[config.mk]
export PLATFORM = sky130hd
export DESIGN_NAME = modbus_read_response_checker_top_flat
export DESIGN_NICKNAME = d
export VERILOG_FILES = /design/src/design/mrrc_pkg.sv /design/src/design/mrrc_stream_if.sv /design/src/design/mrrc_front.sv /design/src/design/mrrc_fifo.sv /design/src/design/mrrc_back.sv /design/src/design/modbus_read_response_checker_top.sv /design/src/flat_wrapper.sv
export SDC_FILE = /design/constraint.sdc
export NUM_CORES = 1
export LEC_CHECK = 0
export BUFFER_PORTS_ARGS = -buffer_cell sky130_fd_sc_hd__buf_2
export CAP_MARGIN = 20
export CORE_MARGIN = 8
export CORE_UTILIZATION = 55
export CTS_CLUSTER_DIAMETER = 120
export CTS_CLUSTER_SIZE = 10
export DETAILED_ROUTE_END_ITERATION = 8
export GPL_ROUTABILITY_DRIVEN = 0
export PLACE_DENSITY = 0.7
export SYNTH_ARGS = -nofsm -noshare
export SYNTH_HDL_FRONTEND = slang
export SYNTH_SLANG_ARGS = --single-unit
[constraint.sdc]
create_clock -name clk_i -period 10 [get_ports clk_i]
set_input_delay 2 -clock clk_i [delete_from_list [all_inputs] [get_ports clk_i]]
set_output_delay 2 -clock clk_i [all_outputs]
set_load 0.05 [all_outputs]
[src/design/mrrc_pkg.sv]
// types, constants and helper functions of the read reply checker
package mrrc_pkg;

  typedef enum logic [2:0] {
    ST_OK    = 3'd0,
    ST_SHORT = 3'd1,
    ST_ADDR  = 3'd2,
    ST_FUNC  = 3'd3,
    ST_COUNT = 3'd4,
    ST_CRC   = 3'd5
  } status_e;

  localparam logic [7:0]  FC_READ_HOLD = 8'h03;
  localparam logic [7:0]  BYTE_COUNT   = 8'h04;
  localparam logic [7:0]  ADDR_RESET   = 8'h01;
  localparam logic [15:0] CRC_INIT     = 16'hFFFF;
  localparam logic [15:0] CRC_POLY     = 16'hA001;
  localparam int          MIN_FRAME    = 9;

  // x / 10 == (x * RECIP10) >> RECIP_SHIFT for every 16-bit x
  localparam logic [15:0] RECIP10     = 16'd52429;
  localparam int          RECIP_SHIFT = 19;
  localparam int          QUOT_W      = 13;

  localparam int QDEPTH = 2;
  localparam int QPTR_W = $clog2(QDEPTH);
  localparam int QCNT_W = $clog2(QDEPTH + 1);

  typedef struct packed {
    status_e            status;
    logic [5:0]         length;
    logic signed [15:0] hum;
    logic signed [15:0] temp;
  } frame_rec_t;

  typedef struct packed {
    logic       valid;
    frame_rec_t rec;
  } rec_push_t;

  function automatic logic [15:0] crc8_upd(input logic [15:0] crc, input logic [7:0] b);
    logic [15:0] c;
    c = crc ^ {8'h00, b};
    for (int k = 0; k < 8; k++) begin
      if (c[0]) begin
        c = (c >> 1) ^ CRC_POLY;
      end else begin
        c = c >> 1;
      end
    end
    return c;
  endfunction

  function automatic logic [15:0] mag16(input logic signed [15:0] v);
    logic [15:0] m;
    m = v[15] ? 16'(-v) : 16'(v);
    return m;
  endfunction

endpackage

[src/design/mrrc_stream_if.sv]
// request channels of the reply checker: received bytes in, frame results out
interface mrrc_in_if;
  logic       valid;
  logic       ready;
  logic [7:0] rx_byte;
  logic       frame_end;

  modport source (output valid, output rx_byte, output frame_end, input ready);
  modport sink (input valid, input rx_byte, input frame_end, output ready);
endinterface

interface mrrc_out_if;
  logic               valid;
  logic               ready;
  logic [2:0]         status;
  logic [5:0]         frame_length;
  logic signed [15:0] humidity_raw;
  logic signed [15:0] temperature_raw;
  logic signed [12:0] humidity_whole;
  logic [3:0]         humidity_tenths;
  logic signed [12:0] temperature_whole;
  logic [3:0]         temperature_tenths;

  modport source (output valid, output status, output frame_length, output humidity_raw,
                  output temperature_raw, output humidity_whole, output humidity_tenths,
                  output temperature_whole, output temperature_tenths, input ready);
  modport sink (input valid, input status, input frame_length, input humidity_raw,
                input temperature_raw, input humidity_whole, input humidity_tenths,
                input temperature_whole, input temperature_tenths, output ready);
endinterface

[src/design/mrrc_front.sv]
// byte front end: crc, header checks and field capture, one record per frame
module mrrc_front import mrrc_pkg::*; #(
  parameter int MAX_FRAME = 32
) (
  input  logic       clk_i,
  input  logic       rst_ni,
  input  logic       cfg_we_i,
  input  logic [7:0] cfg_data_i,
  input  logic       acc_i,
  input  logic [7:0] rx_byte_i,
  input  logic       frame_end_i,
  output rec_push_t  push_o
);

  localparam int POS_W = $clog2(MAX_FRAME + 1);
  localparam logic [POS_W-1:0] P_MAX  = POS_W'(MAX_FRAME);
  localparam logic [POS_W-1:0] P_ADDR = POS_W'(0);
  localparam logic [POS_W-1:0] P_FUNC = POS_W'(1);
  localparam logic [POS_W-1:0] P_CNT  = POS_W'(2);
  localparam logic [POS_W-1:0] P_R1H  = POS_W'(3);
  localparam logic [POS_W-1:0] P_R1L  = POS_W'(4);
  localparam logic [POS_W-1:0] P_R2H  = POS_W'(5);
  localparam logic [POS_W-1:0] P_R2L  = POS_W'(6);
  localparam logic [POS_W-1:0] P_CRCL = POS_W'(7);
  localparam logic [POS_W-1:0] P_CRCH = POS_W'(8);
  localparam logic [POS_W-1:0] P_MIN  = POS_W'(MIN_FRAME);

  logic [7:0]       addr_q;
  logic [POS_W-1:0] pos_q, pos_d;
  logic [15:0]      crc_q, crc_d;
  logic [15:0]      rcrc_q, rcrc_d;
  logic [15:0]      reg1_q, reg1_d;
  logic [15:0]      reg2_q, reg2_d;
  status_e          err_q, err_d;
  logic [POS_W+5:0] len_ext;
  status_e          status;

  always_comb begin
    pos_d   = pos_q;
    crc_d   = crc_q;
    rcrc_d  = rcrc_q;
    reg1_d  = reg1_q;
    reg2_d  = reg2_q;
    err_d   = err_q;
    status  = ST_OK;
    len_ext = '0;
    push_o  = '0;
    if (acc_i) begin
      if (pos_q < P_MAX) begin
        if (pos_q < P_CRCL) begin
          crc_d = crc8_upd(crc_q, rx_byte_i);
        end
        case (pos_q)
          P_ADDR: if (rx_byte_i != addr_q && err_q == ST_OK) err_d = ST_ADDR;
          P_FUNC: if (rx_byte_i != FC_READ_HOLD && err_q == ST_OK) err_d = ST_FUNC;
          P_CNT:  if (rx_byte_i != BYTE_COUNT && err_q == ST_OK) err_d = ST_COUNT;
          P_R1H:  reg1_d[15:8] = rx_byte_i;
          P_R1L:  reg1_d[7:0]  = rx_byte_i;
          P_R2H:  reg2_d[15:8] = rx_byte_i;
          P_R2L:  reg2_d[7:0]  = rx_byte_i;
          P_CRCL: rcrc_d[7:0]  = rx_byte_i;
          P_CRCH: rcrc_d[15:8] = rx_byte_i;
          default: ;
        endcase
        pos_d = pos_q + POS_W'(1);
      end
      if (frame_end_i) begin
        // short frame wins over any header mismatch already seen
        if (pos_d < P_MIN) begin
          status = ST_SHORT;
        end else if (err_d != ST_OK) begin
          status = err_d;
        end else if (crc_d != rcrc_d) begin
          status = ST_CRC;
        end else begin
          status = ST_OK;
        end
        // length of this frame, taken before the count is cleared
        len_ext           = {6'b0, pos_d};
        push_o.valid      = 1'b1;
        push_o.rec.status = status;
        push_o.rec.length = len_ext[5:0];
        push_o.rec.hum    = (status == ST_OK) ? reg1_d : 16'h0000;
        push_o.rec.temp   = (status == ST_OK) ? reg2_d : 16'h0000;
        pos_d  = '0;
        crc_d  = CRC_INIT;
        rcrc_d = '0;
        reg1_d = '0;
        reg2_d = '0;
        err_d  = ST_OK;
      end
    end
  end

  always_ff @(posedge clk_i or negedge rst_ni) begin
    if (!rst_ni) begin
      addr_q <= ADDR_RESET;
      pos_q  <= '0;
      crc_q  <= CRC_INIT;
      rcrc_q <= '0;
      reg1_q <= '0;
      reg2_q <= '0;
      err_q  <= ST_OK;
    end else begin
      if (cfg_we_i) begin
        addr_q <= cfg_data_i;
      end
      pos_q  <= pos_d;
      crc_q  <= crc_d;
      rcrc_q <= rcrc_d;
      reg1_q <= reg1_d;
      reg2_q <= reg2_d;
      err_q  <= err_d;
    end
  end

endmodule

[src/design/mrrc_fifo.sv]
// short record queue between the byte front end and the result back end
module mrrc_fifo import mrrc_pkg::*; (
  input  logic       clk_i,
  input  logic       rst_ni,
  input  rec_push_t  push_i,
  output logic       full_o,
  output logic       pop_valid_o,
  input  logic       pop_i,
  output frame_rec_t pop_rec_o
);

  frame_rec_t        mem_q [QDEPTH];
  logic [QPTR_W-1:0] wr_ptr_q, rd_ptr_q;
  logic [QCNT_W-1:0] cnt_q;
  logic              do_push, do_pop;

  assign full_o      = (cnt_q == QCNT_W'(QDEPTH));
  assign pop_valid_o = (cnt_q != '0);
  assign pop_rec_o   = mem_q[rd_ptr_q];
  assign do_push     = push_i.valid && !full_o;
  assign do_pop      = pop_i && pop_valid_o;

  always_ff @(posedge clk_i) begin
    if (do_push) begin
      mem_q[wr_ptr_q] <= push_i.rec;
    end
  end

  always_ff @(posedge clk_i or negedge rst_ni) begin
    if (!rst_ni) begin
      wr_ptr_q <= '0;
      rd_ptr_q <= '0;
      cnt_q    <= '0;
    end else begin
      if (do_push) begin
        wr_ptr_q <= (wr_ptr_q == QPTR_W'(QDEPTH - 1)) ? '0 : wr_ptr_q + QPTR_W'(1);
      end
      if (do_pop) begin
        rd_ptr_q <= (rd_ptr_q == QPTR_W'(QDEPTH - 1)) ? '0 : rd_ptr_q + QPTR_W'(1);
      end
      if (do_push && !do_pop) begin
        cnt_q <= cnt_q + QCNT_W'(1);
      end else if (do_pop && !do_push) begin
        cnt_q <= cnt_q - QCNT_W'(1);
      end
    end
  end

endmodule

[src/design/mrrc_back.sv]
// result back end: divide by ten in two stages, output register
module mrrc_back import mrrc_pkg::*; (
  input  logic       clk_i,
  input  logic       rst_ni,
  input  logic       rec_valid_i,
  input  frame_rec_t rec_i,
  output logic       pop_o,
  mrrc_out_if.source res_o
);

  logic        s1_v_q;
  frame_rec_t  s1_rec_q;
  logic [31:0] s1_hprod_q, s1_tprod_q;
  logic        out_v_q;
  logic        out_free, s1_load;

  logic [15:0]        hmag, tmag, hmag1, tmag1;
  logic [QUOT_W-1:0]  hq, tq;
  logic [15:0]        hrem, trem;
  logic signed [12:0] hwhole, twhole;

  assign out_free = !out_v_q || res_o.ready;
  assign s1_load  = !s1_v_q || out_free;
  assign pop_o    = s1_load && rec_valid_i;

  assign hmag = mag16(rec_i.hum);
  assign tmag = mag16(rec_i.temp);

  // quotient from the registered products, remainder by shift-and-add
  assign hmag1  = mag16(s1_rec_q.hum);
  assign tmag1  = mag16(s1_rec_q.temp);
  assign hq     = s1_hprod_q[RECIP_SHIFT +: QUOT_W];
  assign tq     = s1_tprod_q[RECIP_SHIFT +: QUOT_W];
  assign hrem   = hmag1 - ({hq, 3'b000} + {2'b00, hq, 1'b0});
  assign trem   = tmag1 - ({tq, 3'b000} + {2'b00, tq, 1'b0});
  assign hwhole = s1_rec_q.hum[15] ? -$signed(hq) : $signed(hq);
  assign twhole = s1_rec_q.temp[15] ? -$signed(tq) : $signed(tq);

  always_ff @(posedge clk_i) begin
    if (s1_load && rec_valid_i) begin
      s1_rec_q   <= rec_i;
      s1_hprod_q <= {16'h0000, hmag} * {16'h0000, RECIP10};
      s1_tprod_q <= {16'h0000, tmag} * {16'h0000, RECIP10};
    end
    if (out_free && s1_v_q) begin
      res_o.status             <= s1_rec_q.status;
      res_o.frame_length       <= s1_rec_q.length;
      res_o.humidity_raw       <= s1_rec_q.hum;
      res_o.temperature_raw    <= s1_rec_q.temp;
      res_o.humidity_whole     <= hwhole;
      res_o.humidity_tenths    <= hrem[3:0];
      res_o.temperature_whole  <= twhole;
      res_o.temperature_tenths <= trem[3:0];
    end
  end

  always_ff @(posedge clk_i or negedge rst_ni) begin
    if (!rst_ni) begin
      s1_v_q  <= 1'b0;
      out_v_q <= 1'b0;
    end else begin
      if (s1_load) begin
        s1_v_q <= rec_valid_i;
      end
      if (out_free) begin
        out_v_q <= s1_v_q;
      end
    end
  end

  assign res_o.valid = out_v_q;

endmodule

[src/design/modbus_read_response_checker_top.sv]
// top level of the modbus read-holding reply checker
//
//   channel   dir  handshake            content
//   rx_i      in   valid/ready          rx_byte, frame_end
//   res_o     out  valid/ready          status, length, readings, whole/tenths
//   cfg       in   cfg_we_i             expected slave address
//
// one byte per clock unless stalled; the crc-16 byte update and header checks
// finish in the cycle a byte is taken. a frame result goes through a two-entry
// record queue and a registered multiply-then-correct divide by ten.
// rx_i.ready drops only while the queue holds two records the result side
// has not taken. reset sets the expected address to 1 and clears frame state.
module modbus_read_response_checker_top import mrrc_pkg::*; #(
  parameter int MAX_FRAME = 32
) (
  input  logic       clk_i,
  input  logic       rst_ni,
  input  logic       cfg_we_i,
  input  logic [7:0] cfg_data_i,
  mrrc_in_if.sink    rx_i,
  mrrc_out_if.source res_o
);

  rec_push_t  push;
  logic       full, rec_valid, pop;
  frame_rec_t rec;
  logic       acc;

  assign rx_i.ready = !full;
  assign acc        = rx_i.valid && !full;

  mrrc_front #(
    .MAX_FRAME (MAX_FRAME)
  ) u_front (
    .clk_i       (clk_i),
    .rst_ni      (rst_ni),
    .cfg_we_i    (cfg_we_i),
    .cfg_data_i  (cfg_data_i),
    .acc_i       (acc),
    .rx_byte_i   (rx_i.rx_byte),
    .frame_end_i (rx_i.frame_end),
    .push_o      (push)
  );

  mrrc_fifo u_fifo (
    .clk_i       (clk_i),
    .rst_ni      (rst_ni),
    .push_i      (push),
    .full_o      (full),
    .pop_valid_o (rec_valid),
    .pop_i       (pop),
    .pop_rec_o   (rec)
  );

  mrrc_back u_back (
    .clk_i       (clk_i),
    .rst_ni      (rst_ni),
    .rec_valid_i (rec_valid),
    .rec_i       (rec),
    .pop_o       (pop),
    .res_o       (res_o)
  );

endmodule

[src/flat_wrapper.sv]
// flat-port wrapper written by rule: the top's interface ports become plain ports
module modbus_read_response_checker_top_flat import mrrc_pkg::*;
#(
  parameter int MAX_FRAME = 32
)
  (clk_i, rst_ni, cfg_we_i, cfg_data_i, rx_i_valid, rx_i_rx_byte, rx_i_frame_end, rx_i_ready, res_o_valid, res_o_status, res_o_frame_length, res_o_humidity_raw, res_o_temperature_raw, res_o_humidity_whole, res_o_humidity_tenths, res_o_temperature_whole, res_o_temperature_tenths, res_o_ready);
  mrrc_in_if rx_i_i ();
  mrrc_out_if res_o_i ();
  input  logic clk_i;
  input  logic rst_ni;
  input  logic cfg_we_i;
  input  logic [7:0] cfg_data_i;
  input wire logic [$bits(rx_i_i.valid)-1:0] rx_i_valid;
  input wire logic [$bits(rx_i_i.rx_byte)-1:0] rx_i_rx_byte;
  input wire logic [$bits(rx_i_i.frame_end)-1:0] rx_i_frame_end;
  output wire logic [$bits(rx_i_i.ready)-1:0] rx_i_ready;
  output wire logic [$bits(res_o_i.valid)-1:0] res_o_valid;
  output wire logic [$bits(res_o_i.status)-1:0] res_o_status;
  output wire logic [$bits(res_o_i.frame_length)-1:0] res_o_frame_length;
  output wire logic [$bits(res_o_i.humidity_raw)-1:0] res_o_humidity_raw;
  output wire logic [$bits(res_o_i.temperature_raw)-1:0] res_o_temperature_raw;
  output wire logic [$bits(res_o_i.humidity_whole)-1:0] res_o_humidity_whole;
  output wire logic [$bits(res_o_i.humidity_tenths)-1:0] res_o_humidity_tenths;
  output wire logic [$bits(res_o_i.temperature_whole)-1:0] res_o_temperature_whole;
  output wire logic [$bits(res_o_i.temperature_tenths)-1:0] res_o_temperature_tenths;
  input wire logic [$bits(res_o_i.ready)-1:0] res_o_ready;
  assign rx_i_i.valid = rx_i_valid;
  assign rx_i_i.rx_byte = rx_i_rx_byte;
  assign rx_i_i.frame_end = rx_i_frame_end;
  assign rx_i_ready = rx_i_i.ready;
  assign res_o_valid = res_o_i.valid;
  assign res_o_status = res_o_i.status;
  assign res_o_frame_length = res_o_i.frame_length;
  assign res_o_humidity_raw = res_o_i.humidity_raw;
  assign res_o_temperature_raw = res_o_i.temperature_raw;
  assign res_o_humidity_whole = res_o_i.humidity_whole;
  assign res_o_humidity_tenths = res_o_i.humidity_tenths;
  assign res_o_temperature_whole = res_o_i.temperature_whole;
  assign res_o_temperature_tenths = res_o_i.temperature_tenths;
  assign res_o_i.ready = res_o_ready;
  modbus_read_response_checker_top #(.MAX_FRAME(MAX_FRAME)) u_core (.clk_i(clk_i), .rst_ni(rst_ni), .cfg_we_i(cfg_we_i), .cfg_data_i(cfg_data_i), .rx_i(rx_i_i), .res_o(res_o_i));
endmodule
==> flow_metrics.env <==
export IMPL_slowest_stage="dfrtp_2"
export IMPL_seqCellArea_sq_mm=0.00893
export IMPL_path_clk_slew_ns=0.06
export IMPL_drt_iter0_markers=1136
export IMPL_grt_pass1_vias=15900
export IMPL_synth_edf_count=224
export IMPL_initial_core_util_pct=55.1
export IMPL_nets=2671
export IMPL_ios=99
export IMPL_cts_resized=0
export IMPL_antenna_cells=0
export IMPL_drt_wl_total_microns=52400
export IMPL_viasPerCell=5.61
export IMPL_fp_coreArea_sq_mm=0.0427
export IMPL_drv_slew=0
export IMPL_ant_nets=0
export IMPL_cts_made_buffers=37
export IMPL_path_buf_inv=4
export IMPL_clock_path_buffers=3
export IMPL_clock_latency_ns=0.55
export IMPL_post_cts_buffers=0
export IMPL_die_y_microns=223
export IMPL_yosysWarnings=0
export IMPL_yosysSeqAreaShare_pct=37.9
export IMPL_synth_distinct_cells=77
export IMPL_syn2layout_area_growth_pct=8.79
export IMPL_synth_seq_cells=311
export IMPL_cts_hold_buf=0
export IMPL_worst_slew_pin_slew_ns=1.00
export IMPL_dr_pass1_iters=5
export IMPL_async_reset_ff_share_pct=28.0
export IMPL_wl_per_cell_microns=18.7
export IMPL_synth_top_area_cell="edfxtp_1"
export IMPL_globalRouteOverflowTotal=0
export IMPL_drive_above_1_share_pct=11.3
export IMPL_finalCritPeriodShare_pct=85.6
export IMPL_hold_violations=0
export IMPL_syn_area_sq_mm=0.0235
export IMPL_fp_dieArea_sq_mm=0.0497
export IMPL_tns_ns=0
export IMPL_hold_path_class="reg2reg"
export IMPL_vias=15700
export IMPL_outcome="finished clean"
export IMPL_rsz0062_at_grt="false"
export IMPL_drc=0
export IMPL_syn_area_per_cell_sq_um=11.0
export IMPL_fin_crit_ns=8.56
export IMPL_crit_type="reg2reg"
export IMPL_setup_viol=0
export IMPL_crit_path_max_fanout=29
export IMPL_place_hpwl_microns=40600
export IMPL_cpLargestDelayFamily="adder cells"
export IMPL_fmax_ghz=0.117
export IMPL_start_kind="flip-flop"
export IMPL_crit_cells=25
export IMPL_r2r_cells=25
export IMPL_syn_num_nets=2589
export IMPL_multiInputGateArea_sq_mm=0.0131
export IMPL_cpPeakStageDelay_ns=0.83
export IMPL_synthTopCellsByArea="edfxtp_1 (29%), ha_1 (15%), fa_1 (12%)"
export IMPL_grt_use_total_pct=20.9
export IMPL_max_cap_violations=0
export IMPL_yosys_area_top_type_share_pct=28.6
export IMPL_die_x_microns=223
export IMPL_cp_data_arrival_time_ns=8.84
export IMPL_min_path_cells=0
export IMPL_ctsHtreeMaxLevel=2
export IMPL_grt_max_degree=76
export IMPL_cts_tree="yes"
export IMPL_endpoint_kind="flip-flop"
export IMPL_antenna_found_initial=0
export IMPL_numPortBuffers=98
export IMPL_worstPathRequired_ns=10.28
export IMPL_timing_slew_headroom_pct=33.0
export IMPL_syn_inst=2148
export IMPL_clock_sinks=311
export IMPL_placementRows=76
export IMPL_yosys_most_used_dff="edfxtp_1"
export IMPL_fillCellCount=3440
export IMPL_grt_pass1_wl_microns=84000
export IMPL_finClkSkew_ns=0.0250
export IMPL_ctsRootBufferMaster="clkbuf_16"
[cells in the final DEF, fill, tap and decap left out, drive strengths merged, types with 20 or more instances in the layout]
master	netlist	routed
mux2i	39	39
xor2	79	79
a21o	20	20
a21oi	98	98
dfrtp	70	70
mux2	29	29
buf	24	110
inv	321	322
a21boi	35	35
xnor2	130	130
nand2	191	191
nand3	24	24
o21ai	92	92
fa	144	144
clkbuf	43	59
ha	275	275
edfxtp	224	224
nor2	84	84
[routing by layer]
metal | global-route usage [%] | routed length (microns)
met1 | 28.1 | 23600
met2 | 34.4 | 24700
met3 | 3.31 | 2640
met4 | 6.99 | 1460
met5 | 0 | 0
[cell usage after synthesis (17+ instances only)]
cell,number
a21oi_1,68
edfxtp_1,224
xor2_1,78
ha_1,275
dfrtp_1,70
mux2_2,29
xnor2_1,125
nor2_1,84
dfstp_2,17
inv_1,321
mux2i_1,39
nand2_1,191
o21ai_0,92
a21oi_2,30
a21o_1,20
a21boi_0,34
nand3_1,24
clkbuf_1,43
fa_1,144
[logic make-up (layout without fill, tap and decap cells)]
| family | count (synthesis) | after routing | share of synthesized area, % |
|---|---|---|---|
| adder cells (fa/ha/maj) | 419 | 419 | 26.9 |
| AND/OR/NAND/NOR | 395 | 395 | 7.50 |
| buffers and inverters | 389 | 494 | 6.44 |
| AO/OA/AOI/OAI | 355 | 355 | 10.0 |
| flip-flops | 311 | 311 | 37.9 |
| XOR/XNOR | 211 | 211 | 8.21 |
| multiplexers | 68 | 68 | 3.04 |
[path summary, 6_finish.rpt]
| check | to | startpoint | slack (ns) |
|---|---|---|---|
| hold reg to reg | u_core.u_back.res_o.frame_length[3]$_DFFE_PP_ | u_core.u_back.s1_rec_q[35]$_DFFE_PP_ | 0.42 |
| setup reg to reg | u_core.u_back.s1_hprod_q[31]$_DFFE_PP_ | u_core.u_fifo.rd_ptr_q$_DFFE_PN0P_ | 1.44 |
| max in group asynchronous | u_core.u_fifo.rd_ptr_q$_DFFE_PN0P_ | rst_ni | 7.46 |
| setup / recovery | u_core.u_back.s1_hprod_q[31]$_DFFE_PP_ | u_core.u_fifo.rd_ptr_q$_DFFE_PN0P_ | 1.44 |
| min in group asynchronous | u_core.u_front.pos_q[3]$_DFFE_PN0P_ | rst_ni | 1.45 |
| hold / removal | u_core.u_back.res_o.frame_length[3]$_DFFE_PP_ | u_core.u_back.s1_rec_q[35]$_DFFE_PP_ | 0.42 |
[area by class of cell]
class,instances,share of cell area [%]
Sequential cell,311,34.8
Clock inverter,3,0.176
Multi-Input combinational cell,1448,51.2
Clock buffer,59,4.02
Tap cell,546,2.67
Inverter,322,4.72
Timing Repair Buffer,110,2.35
[flip-flops by register name, summed over array words and instances, names as in the netlist, 13 cells and up]
signal	count
u_core.u_back.res_o.temperature_raw	16
u_core.u_back.res_o.temperature_whole	13
u_core.u_back.res_o.humidity_raw	16
u_core.u_back.s1_tprod_q	13
u_core.u_front.rcrc_q	16
u_core.u_fifo.mem_q	82
u_core.u_front.crc_q	16
u_core.u_front.reg2_q	16
u_core.u_back.s1_rec_q	41
u_core.u_front.reg1_q	16
u_core.u_back.s1_hprod_q	13
u_core.u_back.res_o.humidity_whole	13
[through the flow]
stage / setup WS (ns) / hold slack (ns) / cells / area [sq um] / utilization [%]
after floorplan: 2.53 / 0.400 / 2148 / 23500 / -
after global placement: 1.86 / 0.400 / 2736 / 24500 / 57.4
after detailed placement: 1.55 / 0.406 / 2737 / 24500 / 57.5
after CTS: 1.53 / 0.415 / 2799 / 25600 / 60.0
after global routing: 0.950 / 0.420 / 2799 / 25600 / 60.0
final: 1.44 / 0.417 / 2799 / 25600 / 60.0
Power is left out: the tool's default activity adds up to more than one toggle a clock period on the data nets, which glitch-free logic cannot reach.
